### src/rtl/lkc_pkg.sv
// Shared constants, command codes and types of the keyed LRU cache.
`default_nettype none
package lkc_pkg;

    localparam int CAPACITY_DEF   = 16;
    localparam int KEY_BITS_DEF   = 32;
    localparam int VALUE_BITS_DEF = 32;

    localparam int CMD_W      = 3;
    localparam int KEY_IN_W   = 32;
    localparam int VAL_IN_W   = 32;
    localparam int CTIME_W    = 32;
    localparam int FRAME_W    = 64;
    localparam int STAMP_W    = 64;
    localparam int STAT_W     = 32;
    localparam int COST_W     = 64;
    localparam int CNT_OUT_W  = 5;
    localparam int ME_W       = 5;
    localparam int AGE_W      = 32;
    localparam int CFG_DATA_W = 32;

    localparam logic [CMD_W-1:0] CMD_LOOKUP   = 3'd0;
    localparam logic [CMD_W-1:0] CMD_INSERT   = 3'd1;
    localparam logic [CMD_W-1:0] CMD_CONTAINS = 3'd2;
    localparam logic [CMD_W-1:0] CMD_CLEANUP  = 3'd3;
    localparam logic [CMD_W-1:0] CMD_CLEAR    = 3'd4;

    localparam logic CFG_MAX_ENTRIES = 1'b0;
    localparam logic CFG_STALE_AGE   = 1'b1;

    localparam logic [ME_W-1:0]  MAX_ENTRIES_RST = 5'd16;
    localparam logic [AGE_W-1:0] STALE_AGE_RST   = 32'd1000;

    typedef struct packed {
        logic match;
        logic older;
        logic stale;
    } t_scan_flags;

endpackage
`default_nettype wire

### src/rtl/lru_keyed_cache_with_aging_top.sv
// Keyed fully associative cache with stamp-based LRU replacement and aging.
//
// Input channel: i_in_valid / o_in_stall carry one command word (lookup,
// insert, contains, cleanup, clear). Output channel: o_out_valid /
// i_out_stall carry one result word per command.
// Lookup, insert, contains and cleanup walk the table one entry per cycle
// through a single compare unit and the table read port, then enter the
// write state, where the table update and result word are registered.
// Clear and unknown commands go straight to the write state. Input stalls
// until the write is done, so one command is in flight at a time.
// A new word is taken while a previous result still waits on the output;
// the table update and result are held back while the output register is
// full and stalled.
// Configuration (i_cfg_we / i_cfg_idx / i_cfg_data) is to be written while
// idle, not enforced here. Reset empties the table, zeroes the counters
// and access stamp, loads max_entries=16, stale_age=1000: no clearing pass.
`default_nettype none
module lru_keyed_cache_with_aging_top import lkc_pkg::*; #(
    parameter int CAPACITY   = CAPACITY_DEF,
    parameter int KEY_BITS   = KEY_BITS_DEF,
    parameter int VALUE_BITS = VALUE_BITS_DEF
) (
    input  logic                  i_clk,
    input  logic                  i_rst_n,
    input  logic                  i_cfg_we,
    input  logic                  i_cfg_idx,
    input  logic [CFG_DATA_W-1:0] i_cfg_data,
    input  logic                  i_in_valid,
    output logic                  o_in_stall,
    input  logic [CMD_W-1:0]      i_command,
    input  logic [KEY_IN_W-1:0]   i_key,
    input  logic [VAL_IN_W-1:0]   i_payload,
    input  logic                  i_create_ok,
    input  logic [CTIME_W-1:0]    i_compile_time,
    input  logic [FRAME_W-1:0]    i_current_frame,
    output logic                  o_out_valid,
    input  logic                  i_out_stall,
    output logic                  o_hit,
    output logic                  o_status,
    output logic [VAL_IN_W-1:0]   o_payload_out,
    output logic                  o_evicted,
    output logic [KEY_IN_W-1:0]   o_evicted_key,
    output logic [CNT_OUT_W-1:0]  o_removed_count,
    output logic [CNT_OUT_W-1:0]  o_entry_count,
    output logic [STAT_W-1:0]     o_hit_total,
    output logic [STAT_W-1:0]     o_miss_total,
    output logic [COST_W-1:0]     o_cost_total
);

    localparam int IW = $clog2(CAPACITY);
    localparam int CW = $clog2(CAPACITY + 1);
    localparam int LW = (CW > ME_W) ? CW : ME_W;

    typedef enum logic [2:0] {
        S_IDLE  = 3'b001,
        S_SCAN  = 3'b010,
        S_WRITE = 3'b100
    } t_state;

    t_state r_state;

    logic [ME_W-1:0]       r_max_entries;
    logic [AGE_W-1:0]      r_stale_age;

    logic [CMD_W-1:0]      r_cmd;
    logic [KEY_BITS-1:0]   r_key;
    logic [VALUE_BITS-1:0] r_val;
    logic                  r_cok;
    logic [CTIME_W-1:0]    r_ctime;
    logic [FRAME_W-1:0]    r_frame;

    logic [CAPACITY-1:0]   r_valid;
    logic [CW-1:0]         r_count;

    logic [KEY_BITS-1:0]   mem_key   [CAPACITY];
    logic [VALUE_BITS-1:0] mem_val   [CAPACITY];
    logic [STAMP_W-1:0]    mem_stamp [CAPACITY];

    logic [IW-1:0]         r_idx;
    logic                  r_issued_all;
    logic                  r_pend;
    logic [IW-1:0]         r_pidx;
    logic                  r_rd_vbit;
    logic [KEY_BITS-1:0]   r_rd_key;
    logic [VALUE_BITS-1:0] r_rd_val;
    logic [STAMP_W-1:0]    r_rd_stamp;

    logic                  r_found;
    logic [IW-1:0]         r_fidx;
    logic [VALUE_BITS-1:0] r_fval;
    logic                  r_have_old;
    logic [IW-1:0]         r_old_idx;
    logic [STAMP_W-1:0]    r_old_stamp;
    logic [KEY_BITS-1:0]   r_old_key;
    logic                  r_have_free;
    logic [IW-1:0]         r_free_idx;
    logic [CW-1:0]         r_removed;

    logic [STAMP_W-1:0]    r_acc;
    logic [STAT_W-1:0]     r_hits;
    logic [STAT_W-1:0]     r_misses;
    logic [COST_W-1:0]     r_cost;

    logic                  r_out_valid;
    logic                  r_o_hit;
    logic                  r_o_status;
    logic [VAL_IN_W-1:0]   r_o_payload;
    logic                  r_o_evicted;
    logic [KEY_IN_W-1:0]   r_o_evicted_key;
    logic [CNT_OUT_W-1:0]  r_o_removed;
    logic [CNT_OUT_W-1:0]  r_o_count;

    t_scan_flags           flags;
    logic                  in_accept;
    logic                  in_scan_cmd;
    logic                  stale_hit;
    logic                  do_write;
    logic [LW-1:0]         me_ext;
    logic [LW-1:0]         cap_ext;
    logic [LW-1:0]         limit;
    logic [STAMP_W-1:0]    acc_inc;

    logic [STAMP_W-1:0]    n_acc;
    logic [STAT_W-1:0]     n_hits;
    logic [STAT_W-1:0]     n_misses;
    logic [COST_W-1:0]     n_cost;
    logic [CW-1:0]         n_count;
    logic [CW-1:0]         n_removed;
    logic                  n_hit;
    logic                  n_status;
    logic [VALUE_BITS-1:0] n_pay;
    logic                  add_req;
    logic                  evict;
    logic [IW-1:0]         slot;
    logic [IW-1:0]         wr_addr;
    logic                  wr_key_en;
    logic                  wr_val_en;
    logic                  wr_stamp_en;
    logic                  set_valid;
    logic                  clr_old;
    logic                  clear_all;

    assign in_accept   = i_in_valid & ~o_in_stall;
    assign o_in_stall  = (r_state != S_IDLE);
    assign in_scan_cmd = (i_command == CMD_LOOKUP) || (i_command == CMD_INSERT) ||
                         (i_command == CMD_CONTAINS) || (i_command == CMD_CLEANUP);
    assign do_write    = (r_state == S_WRITE) && !(r_out_valid && i_out_stall);
    assign stale_hit   = r_pend && (r_cmd == CMD_CLEANUP) && flags.stale;

    lkc_scan_unit #(
        .KEY_BITS(KEY_BITS)
    ) u_scan (
        .i_ent_valid (r_rd_vbit),
        .i_ent_key   (r_rd_key),
        .i_ent_stamp (r_rd_stamp),
        .i_key       (r_key),
        .i_frame     (r_frame),
        .i_stale_age (r_stale_age),
        .i_have_best (r_have_old),
        .i_best_stamp(r_old_stamp),
        .o_flags     (flags)
    );

    // effective entry limit, clamped to 1..CAPACITY
    always_comb begin
        me_ext  = LW'(r_max_entries);
        cap_ext = LW'(CAPACITY);
        if (me_ext == '0) begin
            limit = LW'(1);
        end else if (me_ext > cap_ext) begin
            limit = cap_ext;
        end else begin
            limit = me_ext;
        end
    end

    assign acc_inc = r_acc + STAMP_W'(1);

    always_comb begin
        n_acc       = r_acc;
        n_hits      = r_hits;
        n_misses    = r_misses;
        n_cost      = r_cost;
        n_removed   = '0;
        n_hit       = 1'b0;
        n_status    = 1'b0;
        n_pay       = '0;
        add_req     = 1'b0;
        wr_addr     = r_fidx;
        wr_key_en   = 1'b0;
        wr_val_en   = 1'b0;
        wr_stamp_en = 1'b0;
        clear_all   = 1'b0;
        case (r_cmd)
            CMD_LOOKUP: begin
                if (r_found) begin
                    n_hits      = r_hits + STAT_W'(1);
                    n_acc       = acc_inc;
                    wr_stamp_en = 1'b1;
                    n_hit       = 1'b1;
                    n_pay       = r_fval;
                end else begin
                    n_misses = r_misses + STAT_W'(1);
                    if (!r_cok) begin
                        n_status = 1'b1;
                    end else begin
                        n_acc   = acc_inc;
                        n_cost  = r_cost + COST_W'(r_ctime);
                        add_req = 1'b1;
                        n_pay   = r_val;
                    end
                end
            end
            CMD_INSERT: begin
                n_acc    = acc_inc;
                n_cost   = r_cost + COST_W'(r_ctime);
                n_misses = r_misses + STAT_W'(1);
                if (r_found) begin
                    wr_val_en   = 1'b1;
                    wr_stamp_en = 1'b1;
                end else begin
                    add_req = 1'b1;
                end
            end
            CMD_CONTAINS: begin
                n_hit = r_found;
                n_pay = r_found ? r_fval : '0;
            end
            CMD_CLEANUP: begin
                n_removed = r_removed;
            end
            CMD_CLEAR: begin
                n_removed = r_count;
                n_hits    = '0;
                n_misses  = '0;
                n_cost    = '0;
                clear_all = 1'b1;
            end
            default: begin
            end
        endcase

        evict = add_req && (LW'(r_count) >= limit);
        if (evict) begin
            slot = (r_have_free && (r_free_idx < r_old_idx)) ? r_free_idx : r_old_idx;
        end else begin
            slot = r_free_idx;
        end
        clr_old   = evict;
        set_valid = add_req;
        if (add_req) begin
            wr_addr     = slot;
            wr_key_en   = 1'b1;
            wr_val_en   = 1'b1;
            wr_stamp_en = 1'b1;
        end

        if (clear_all) begin
            n_count = '0;
        end else if (add_req && !evict) begin
            n_count = r_count + CW'(1);
        end else begin
            n_count = r_count;
        end
    end

    // configuration
    always_ff @(posedge i_clk) begin
        if (!i_rst_n) begin
            r_max_entries <= MAX_ENTRIES_RST;
            r_stale_age   <= STALE_AGE_RST;
        end else if (i_cfg_we) begin
            if (i_cfg_idx == CFG_MAX_ENTRIES) begin
                r_max_entries <= i_cfg_data[ME_W-1:0];
            end
            if (i_cfg_idx == CFG_STALE_AGE) begin
                r_stale_age <= i_cfg_data[AGE_W-1:0];
            end
        end
    end

    // input word capture
    always_ff @(posedge i_clk) begin
        if (in_accept) begin
            r_cmd   <= i_command;
            r_key   <= KEY_BITS'(i_key);
            r_val   <= VALUE_BITS'(i_payload);
            r_cok   <= i_create_ok;
            r_ctime <= i_compile_time;
            r_frame <= i_current_frame;
        end
    end

    // sequencer and scan control
    always_ff @(posedge i_clk) begin
        if (!i_rst_n) begin
            r_state      <= S_IDLE;
            r_idx        <= '0;
            r_issued_all <= 1'b0;
            r_pend       <= 1'b0;
            r_found      <= 1'b0;
            r_have_old   <= 1'b0;
            r_have_free  <= 1'b0;
            r_removed    <= '0;
        end else begin
            case (r_state)
                S_IDLE: begin
                    r_pend <= 1'b0;
                    if (in_accept) begin
                        r_idx        <= '0;
                        r_issued_all <= 1'b0;
                        r_found      <= 1'b0;
                        r_have_old   <= 1'b0;
                        r_have_free  <= 1'b0;
                        r_removed    <= '0;
                        r_state      <= in_scan_cmd ? S_SCAN : S_WRITE;
                    end
                end
                S_SCAN: begin
                    r_pend <= !r_issued_all;
                    if (!r_issued_all) begin
                        if (r_idx == IW'(CAPACITY - 1)) begin
                            r_issued_all <= 1'b1;
                        end else begin
                            r_idx <= r_idx + IW'(1);
                        end
                    end
                    if (r_pend) begin
                        if (flags.match && !r_found) begin
                            r_found <= 1'b1;
                        end
                        if (flags.older) begin
                            r_have_old <= 1'b1;
                        end
                        if (!r_rd_vbit && !r_have_free) begin
                            r_have_free <= 1'b1;
                        end
                        if (stale_hit) begin
                            r_removed <= r_removed + CW'(1);
                        end
                        if (r_pidx == IW'(CAPACITY - 1)) begin
                            r_state <= S_WRITE;
                        end
                    end
                end
                S_WRITE: begin
                    if (do_write) begin
                        r_state <= S_IDLE;
                    end
                end
                default: begin
                    r_state <= S_IDLE;
                end
            endcase
        end
    end

    // scan captures
    always_ff @(posedge i_clk) begin
        r_pidx <= r_idx;
        if (r_pend) begin
            if (flags.match && !r_found) begin
                r_fidx <= r_pidx;
                r_fval <= r_rd_val;
            end
            if (flags.older) begin
                r_old_idx   <= r_pidx;
                r_old_stamp <= r_rd_stamp;
                r_old_key   <= r_rd_key;
            end
            if (!r_rd_vbit && !r_have_free) begin
                r_free_idx <= r_pidx;
            end
        end
    end

    // entry table: one write port, one registered read port
    always_ff @(posedge i_clk) begin
        r_rd_key   <= mem_key[r_idx];
        r_rd_val   <= mem_val[r_idx];
        r_rd_stamp <= mem_stamp[r_idx];
        r_rd_vbit  <= r_valid[r_idx];
        if (do_write && wr_key_en) begin
            mem_key[wr_addr] <= r_key;
        end
        if (do_write && wr_val_en) begin
            mem_val[wr_addr] <= r_val;
        end
        if (do_write && wr_stamp_en) begin
            mem_stamp[wr_addr] <= acc_inc;
        end
    end

    // valid bits and occupancy
    always_ff @(posedge i_clk) begin
        if (!i_rst_n) begin
            r_valid <= '0;
            r_count <= '0;
        end else if (stale_hit) begin
            r_valid[r_pidx] <= 1'b0;
            r_count         <= r_count - CW'(1);
        end else if (do_write) begin
            if (clear_all) begin
                r_valid <= '0;
            end else begin
                if (clr_old) begin
                    r_valid[r_old_idx] <= 1'b0;
                end
                if (set_valid) begin
                    r_valid[slot] <= 1'b1;
                end
            end
            r_count <= n_count;
        end
    end

    // statistics
    always_ff @(posedge i_clk) begin
        if (!i_rst_n) begin
            r_acc    <= '0;
            r_hits   <= '0;
            r_misses <= '0;
            r_cost   <= '0;
        end else if (do_write) begin
            r_acc    <= n_acc;
            r_hits   <= n_hits;
            r_misses <= n_misses;
            r_cost   <= n_cost;
        end
    end

    // result word
    always_ff @(posedge i_clk) begin
        if (!i_rst_n) begin
            r_out_valid <= 1'b0;
        end else if (do_write) begin
            r_out_valid <= 1'b1;
        end else if (r_out_valid && !i_out_stall) begin
            r_out_valid <= 1'b0;
        end
    end

    always_ff @(posedge i_clk) begin
        if (do_write) begin
            r_o_hit         <= n_hit;
            r_o_status      <= n_status;
            r_o_payload     <= VAL_IN_W'(n_pay);
            r_o_evicted     <= evict;
            r_o_evicted_key <= evict ? KEY_IN_W'(r_old_key) : '0;
            r_o_removed     <= CNT_OUT_W'(n_removed);
            r_o_count       <= CNT_OUT_W'(n_count);
        end
    end

    assign o_out_valid     = r_out_valid;
    assign o_hit           = r_o_hit;
    assign o_status        = r_o_status;
    assign o_payload_out   = r_o_payload;
    assign o_evicted       = r_o_evicted;
    assign o_evicted_key   = r_o_evicted_key;
    assign o_removed_count = r_o_removed;
    assign o_entry_count   = r_o_count;
    assign o_hit_total     = r_hits;
    assign o_miss_total    = r_misses;
    assign o_cost_total    = r_cost;

    a_count_bound: assert property (@(posedge i_clk) disable iff (!i_rst_n)
        r_count <= CW'(CAPACITY))
        else $error("occupancy above capacity");

    a_found_has_old: assert property (@(posedge i_clk) disable iff (!i_rst_n)
        (r_state == S_WRITE && r_found) |-> r_have_old)
        else $error("key match without any valid entry seen");

    a_write_gives_word: assert property (@(posedge i_clk) disable iff (!i_rst_n)
        do_write |=> (r_out_valid && r_state == S_IDLE))
        else $error("table update without result word");

    a_evict_nonempty: assert property (@(posedge i_clk) disable iff (!i_rst_n)
        (do_write && evict) |=> (r_count != '0))
        else $error("eviction left an empty table");

endmodule
`default_nettype wire

### src/rtl/lkc_scan_unit.sv
// Shared per-entry compare unit: key match, oldest stamp and stale age.
`default_nettype none
module lkc_scan_unit import lkc_pkg::*; #(
    parameter int KEY_BITS = KEY_BITS_DEF
) (
    input  logic                i_ent_valid,
    input  logic [KEY_BITS-1:0] i_ent_key,
    input  logic [STAMP_W-1:0]  i_ent_stamp,
    input  logic [KEY_BITS-1:0] i_key,
    input  logic [FRAME_W-1:0]  i_frame,
    input  logic [AGE_W-1:0]    i_stale_age,
    input  logic                i_have_best,
    input  logic [STAMP_W-1:0]  i_best_stamp,
    output t_scan_flags         o_flags
);

    logic [STAMP_W-1:0] age;

    assign age = i_frame - i_ent_stamp;

    always_comb begin
        o_flags.match = i_ent_valid & (i_ent_key == i_key);
        o_flags.older = i_ent_valid & (!i_have_best || (i_ent_stamp < i_best_stamp));
        o_flags.stale = i_ent_valid & (age > STAMP_W'(i_stale_age));
    end

endmodule
`default_nettype wire

### config.mk
export PLATFORM = sky130hd
export DESIGN_NAME = lru_keyed_cache_with_aging_top
export DESIGN_NICKNAME = d
export VERILOG_FILES = /design/src/rtl/lkc_pkg.sv /design/src/rtl/lru_keyed_cache_with_aging_top.sv /design/src/rtl/lkc_scan_unit.sv
export SDC_FILE = /design/constraint.sdc
export NUM_CORES = 2
export LEC_CHECK = 0
export BUFFER_PORTS_ARGS = -buffer_cell sky130_fd_sc_hd__buf_4
export CORE_UTILIZATION = 55
export DETAILED_ROUTE_END_ITERATION = 8
export PLACE_DENSITY = 0.7
export REMOVE_ABC_BUFFERS = 1
export SKIP_LAST_GASP = 1
export SLEW_MARGIN = 10
export SYNTH_ARGS = -nofsm -noshare
export SYNTH_HDL_FRONTEND = slang
export SYNTH_SLANG_ARGS = --single-unit
### constraint.sdc
create_clock -name i_clk -period 10.6 [get_ports i_clk]
set_input_delay 0.53 -clock i_clk [delete_from_list [all_inputs] [get_ports i_clk]]
set_output_delay 0.53 -clock i_clk [all_outputs]
set_load 0.02 [all_outputs]
# Word-level counts from Yosys, hierarchy flattened

Memories as Yosys holds them, arrays and structs flattened. A register that Yosys moved wholly into a read port is not among the register bits.
Cells that the tools add are included.

Flip-flop bits (word level): 654
RAM bits: 2048
Output and inout port bits: 207
Logic and storage cells: 247
Memories: 3

Add/subtract/negate cells: 9
$lt $le $gt $ge: 12
Equal/unequal tests: 28
Multiplexer cells: 90
Bitwise gates (word level): 12
Reductions and logical operators: 55

Memory list:

| memory    | depth | width | rd ports | clocked after memory_dff | wr ports | RTL line                             | RTL |
|---|---|---|---|---|---|---|---|
| mem_stamp | 16    | 64    | 1        | 1                        | 1        | lru_keyed_cache_with_aging_top.sv:77 | `logic [STAMP_W-1:0] mem_stamp [CAPACITY];` |
| mem_key   | 16    | 32    | 1        | 1                        | 1        | lru_keyed_cache_with_aging_top.sv:75 | `logic [KEY_BITS-1:0] mem_key [CAPACITY];` |
| mem_val   | 16    | 32    | 1        | 1                        | 1        | lru_keyed_cache_with_aging_top.sv:76 | `logic [VALUE_BITS-1:0] mem_val [CAPACITY];` |

Operator list:

| operator                | number |
|---|---|
| $mux W64                | 4 |
| $pmux W64 S3            | 1 |
| $mux W32                | 5 |
| $mux W16                | 9 |
| $pmux W32 S2            | 2 |
| $pmux W64 S2            | 1 |
| $pmux W32 S3            | 1 |
| $add A32 B1 Y32 const B | 2 |
| $add A64 B1 Y64 const B | 1 |
| $add A64 B32 Y64        | 1 |
| $gt A64 B32 Y1          | 1 |
| $lt A64 B64 Y1          | 1 |
| $sub A64 B64 Y64        | 1 |
| $mux W5                 | 9 |
| $and A16 B16 Y16        | 2 |
| $eq A32 B32 Y1          | 1 |
| $mux W1                 | 32 |
| $not A16 Y16            | 2 |
| $reduce_and A4 Y1       | 7 |
| $ne A2 B2 Y1 const B    | 13 |
| $mux W4                 | 6 |
| $lt A4 B5 Y1 const B    | 4 |
| $pmux W5 S2             | 2 |
| $logic_and A1 B1 Y1     | 16 |
| 31 further kinds        | 82 |

# Depth between registers and ports, before layout

Word-level depth: 16
Depth in mapped cells: 27
Depth with buffers taken out: 25

# By module

Synthesis repeated with hierarchy kept, for this count alone.

Cell total of the unflattened synthesis: 6518
Area total of the unflattened synthesis: 114065.6 sq um

Modules (own cells, without submodules):

| module                         | times used | cells each | area an instance (sq um) | sequential area each (sq um) |
|---|---|---|---|---|
| lru_keyed_cache_with_aging_top | 1          | 5388       | 106384.5                 | 80967.7 |
| lkc_scan_unit                  | 1          | 1130       | 7681.1                   | 0.0 |

# Worst setup path after synthesis

OpenSTA, ideal clock, no wires.

Path kind: reg2reg
From: reg r_max_entries[1], in the netlist me_ext[1]
To: mem mem_stamp[2][0], enable pin
Library setup time: 0.564 ns
Data arrival time: 7.299 ns
Required time: 10.036 ns
Setup slack: 2.737 ns
Stages on the path, launching flop included: 20
Clock period less this slack: 7.863 ns
Path through: dfxtp_1 nor3_1 nor2_1 nor2_1 ha_1 nand2b_1 a21o_1 a21oi_1 nor2b_1 o21ai_0 nand2b_1 clkbuf_1 and3_1 clkbuf_1 mux2i_1 nor2_1 a21oi_1 or2_2 clkbuf_1 nor3_1

Word-level cells in the longest chain between the ends: 7

Ends and longest elaborated chain:

| what                     | RTL line                              | RTL |
|---|---|---|
| start: declaration       | lru_keyed_cache_with_aging_top.sv:62  | `logic [ME_W-1:0] r_max_entries;` |
| start signal: assignment | lru_keyed_cache_with_aging_top.sv:274 | `r_max_entries <= i_cfg_data[ME_W-1:0];` |
| $gt A5 B5 Y1             | lru_keyed_cache_with_aging_top.sv:170 | `end else if (me_ext > cap_ext) begin` |
| $mux W5                  | lru_keyed_cache_with_aging_top.sv:170 |  |
| $mux W5 *                | lru_keyed_cache_with_aging_top.sv:168 | `if (me_ext == '0) begin` |
| $ge A5 B5 Y1 *           | lru_keyed_cache_with_aging_top.sv:243 | `evict = add_req && (LW'(r_count) >= limit);` |
| $logic_and A1 B1 Y1 *    | lru_keyed_cache_with_aging_top.sv:243 |  |
| $mux W4 *                | lru_keyed_cache_with_aging_top.sv:244 | `if (evict) begin` |
| $mux W4 *                | lru_keyed_cache_with_aging_top.sv:251 | `if (add_req) begin` |
| end: declaration         | lru_keyed_cache_with_aging_top.sv:77  |  |

Every way passes the cells marked *; elsewhere a longest branch is shown, timed or not.

# Worst setup path in the final report

From: reg r_rd_stamp[3] (read register of mem_stamp)
To: reg r_valid[4]

Word-level cells in the longest chain between the ends: 5

Ends and longest elaborated chain:

| what                                           | RTL line                              | RTL |
|---|---|---|
| start: declaration                             | lru_keyed_cache_with_aging_top.sv:86  | `logic [STAMP_W-1:0] r_rd_stamp;` |
| $sub A64 B64 Y64 *                             | lkc_scan_unit.sv:19                   | `assign age = i_frame - i_ent_stamp;` |
| $gt A64 B32 Y1 *                               | lkc_scan_unit.sv:24                   | `o_flags.stale = i_ent_valid & (age > STAMP_W'(i_stale_age));` |
| $and A1 B1 Y1 *                                | lkc_scan_unit.sv:24                   |  |
| $logic_and A1 B1 Y1 *                          | lru_keyed_cache_with_aging_top.sv:148 | `assign stale_hit = r_pend && (r_cmd == CMD_CLEANUP) && flags.stale;` |
| $mux W16 or $reduce_bool A2 Y1 (tied branches) | n/a                                   |  |
| end signal: assignment                         | lru_keyed_cache_with_aging_top.sv:397 | `r_valid <= '0;` |
| end signal: indexed assignment                 | lru_keyed_cache_with_aging_top.sv:400 | `r_valid[r_pidx] <= 1'b0;` |
| end signal: assignment                         | lru_keyed_cache_with_aging_top.sv:404 | `r_valid <= '0;` |
| end: declaration                               | lru_keyed_cache_with_aging_top.sv:72  | `logic [CAPACITY-1:0] r_valid;` |

Marked as above.
A chain may end at the register's enable or synchronous reset.

==> results.yml <==
outcome:
  status: "finished clean"
floorplan:
  ios: 409
  die_h_um: 456
  start_util_pct: 55.4
  dieWidth_um: 456
  num_rows: 166
  fp.dieArea_um2: 208000
  core_um2: 205000
sta:
  fin_crit_ns: 7.26
  period_share_pct: 68.5
  tightest_slew_ns: 1.27
  slew_headroom_pct: 14.4
  skew_ns: 0.0546
  slew_viol_final: 0
  hold_viol: 0
  timing.setup.tns_ns: 0
  setup_viol: 0
  rsz0062_at_grt: "false"
  max_clock_freq_ghz: 0.138
  layout_setup_ws_ns: 3.34
detailed_routing:
  drt-pass1-iter-count: 5
  drc_errors: 0
  wirelength_um: 286000
  drtAntennaViolNets: 0
  post_drt_via_cell_ratio: 6.12
  vias: 62200
  wl_per_cell_um: 28.2
  drt_iter0_markers: 6002
global_routing:
  grt_max_degree: 109
  grt_remaining_overflow: 0
  antenna_found_initial: 11
  grt_pass1_wl_um: 420000
  grt_use_total_pct: 27.5
  grt_pass1_vias: 63000
power:
  ir_worst_vdd_mv: 0.171
  total_power_uw: 24000
  power_density_nw_per_um2: 182
  leakage_uw: 0.0461
clock_tree:
  cts_setup_buffers: 0
  cts_inserted_buffers: 301
  cts_buffer_depth: 4
  clk_pin_slew_worst_paths_ns: 0.06
  clkSinkCount: 2830
  htreeDepth: 5
  cts-root-buf: "clkbuf_16"
  insertion_delay_ns: 0.94
  cts_tree: "yes"
worst_hold_path:
  min_from: "i_out_stall"
  hp-class: "in -> reg"
synthesis:
  synth_edf_count: 2429
  syn-cell-area_um2: 114000
  synth_top_cell_by_area: "edfxtp_1"
  yosys-top-cells-area: "edfxtp_1 (64%), mux4_2 (12%), dfxtp_1 (7.1%)"
  yosys.area.top_type_share_pct: 64.2
  synthDistinctLibCells: 92
  ys.flop_type: "edfxtp_1"
  syn_inst: 6477
  ys_seq_area_share_pct: 71.3
  synth_seq_cells: 2830
  synth_warnings: 0
  synth.avg_cell_area_um2: 17.5
  synthArstFlopShare_pct: 0
worst_setup_path:
  slowest_stage: "a211oi_1"
  critPathArrivalTime_ns: 8.09
  cp.required_ns: 11.43
  criticalPathCategory: "reg -> reg"
  end_kind: "flop"
  path_cells: "inv_1 > ha_1 > o211ai_1 > a21oi_1 > o21ai_2 > a211oi_1 > or4_1 > and2_1 > a21oi_1 > xnor2_1 > ha_1 > and3_1 > nand2_1 > nor4_1 > nand2_1 > a2111oi_2 > and4_1 > nand4_1 > nor4_4 > nor2_2 > buf_4 > nor2_2 > a32o_1"
  critPathLaunch: "r_rd_stamp[3]"
  critical_path.top_delay_family: "simple AND/OR/NAND/NOR gates"
  worst_setup_path_start_kind: "flop"
  r2r-start: "r_rd_stamp[3]"
  worst-path-buf-inv: 2
  crit_fanout: 26
  crit_path_max_incr_delay_ns: 0.81
layout:
  seq_area_um2: 81000
  drive_above_1_share_pct: 22.6
  fin_area_um2: 132000
  syn_to_final_growth_pct: 16.0
  multi_input_comb_area_um2: 31200
  fin_nets: 7645
  final.fill_count: 14000
placed_design:
  port_buffers: 408
  post-place-ws_ns: 3.39
  post-dp-hpwl_um: 170000
  place_congestion: 0.904
  placed_area_um2: 120000
flow_run:
  maxCapViolations: 0
## cell usage after synthesis (all sizes together) (6+ instances only)
cell / n
a21boi: 60
nor2b: 82
nand3b: 6
edfxtp: 2429
buf: 77
o22ai: 8
nor2: 282
ha: 205
a31oi: 19
and2: 56
nand2b: 39
and4: 7
nand3: 101
o21ai: 168
a22o: 34
a21o: 50
o21bai: 18
o211ai: 25
and3: 75
a2111oi: 8
mux2i: 40
dfxtp: 401
nand2: 322
a21oi: 216
nor3: 87
xnor2: 165
inv: 210
a32o: 19
o21a: 26
a211oi: 30
nor3b: 14
or2: 10
a22oi: 22
or3: 49
nand4: 84
clkbuf: 197
o31ai: 6
o31a: 7
xor2: 124
nor4: 19
mux4: 625
## final timing paths
path	end	slack [ns]	cells past startpoint
hold / removal	o_out_valid	0.06	3
setup reg to reg	r_valid[4]	3.34	23
hold reg to reg	r_fval[26]	0.40	0
setup / recovery	r_valid[4]	3.34	23
## where the power goes
part           total, uW  switching, uW  internal (uW)
Combinational       1590            909            682
Sequential         12300            156          12200
Clock              10100           4170           5960
## cell families (layout without fill, tap and decap cells)
group,Yosys count,after routing,synth area share (%)
buffers and inverters,484,1465,1.65
adder cells (fa/ha/maj),207,207,2.29
AO/OA/AOI/OAI,756,756,4.36
multiplexers,670,670,12.8
AND/OR/NAND/NOR,1241,1241,5.39
other,0,14,0
XOR/XNOR,289,289,2.23
flip-flops,2830,2830,71.3
## layer usage
metal  track usage [%]  vias to the layer above  wire (um)
li1                  -                    27100          -
met1              38.3                    32300     119000
met2              45.0                     2231     140000
met3              3.70                      494      16800
met4              9.69                        0      10600
met5                 0                        -          0
## through the flow
| step | util, % | hold WS (ns) | cells |
|---|---|---|---|
| final | 64.3 | 0.0644 | 10200 |
| after global routing | 64.3 | 0.0527 | 10200 |
| after CTS | 64.2 | 0.0237 | 10100 |
| after detailed placement | 58.7 | 0.389 | 9423 |
| after global placement | 58.7 | 0.386 | 9423 |
| after floorplan | - | 0.386 | 6203 |
## cells in the final DEF, fill, tap and decap left out, types with 77 or more instances in the layout
| cell type | netlist | layout |
|---|---|---|
| ha_1 | 205 | 205 |
| nor2_1 | 280 | 266 |
| o21ai_0 | 149 | 148 |
| nand4_1 | 84 | 84 |
| clkbuf_16 | 0 | 307 |
| edfxtp_1 | 2429 | 2429 |
| a21oi_1 | 211 | 210 |
| clkbuf_1 | 197 | 77 |
| inv_1 | 209 | 207 |
| dlygate4sd3_1 | 0 | 197 |
| mux4_2 | 625 | 625 |
| nor2b_1 | 82 | 82 |
| xor2_1 | 124 | 124 |
| dfxtp_1 | 401 | 397 |
| xnor2_1 | 165 | 155 |
| nand3_1 | 101 | 101 |
| nand2_1 | 322 | 322 |
| buf_4 | 2 | 530 |
## cell type report
type / instances / share of cell area, %
multi-input combinational: 3163 / 23.7
timing repair buffer: 730 / 4.57
sequential: 2830 / 61.5
tap: 2688 / 2.55
inverter: 210 / 0.606
clock inverter: 118 / 0.838
antenna: 14 / 0.0266
clock buffer: 407 / 6.29
## sequential cells by signal (all words and copies together), names as in the netlist, 64 cells and up
signal,cells
r_frame,64
r_acc,64
r_rd_stamp,64
r_old_stamp,64
o_cost_total,64
mem_key,512
mem_val,512
mem_stamp,1024
## worst register-to-register path, stage by stage (launching register included)
cell       delay (ns)
dfxtp_1          0.36
inv_1            0.06
ha_1             0.35
o211ai_1         0.11
a21oi_1          0.56
o21ai_2          0.18
a211oi_1         0.81
or4_1            0.25
and2_1           0.16
a21oi_1          0.09
xnor2_1          0.19
ha_1             0.32
and3_1           0.18
nand2_1          0.10
nor4_1           0.61
nand2_1          0.16
a2111oi_2        0.39
and4_1           0.31
nand4_1          0.18
nor4_4           0.61
nor2_2           0.16
buf_4            0.27
nor2_2           0.56
a32o_1           0.22
## timing repair
action	in CTS	in global routing
resized for setup	0	0
setup endpoints to repair	0	0
hold endpoints to repair	214	0
hold buffers	197	0
(Power assumes the default switching activity.)
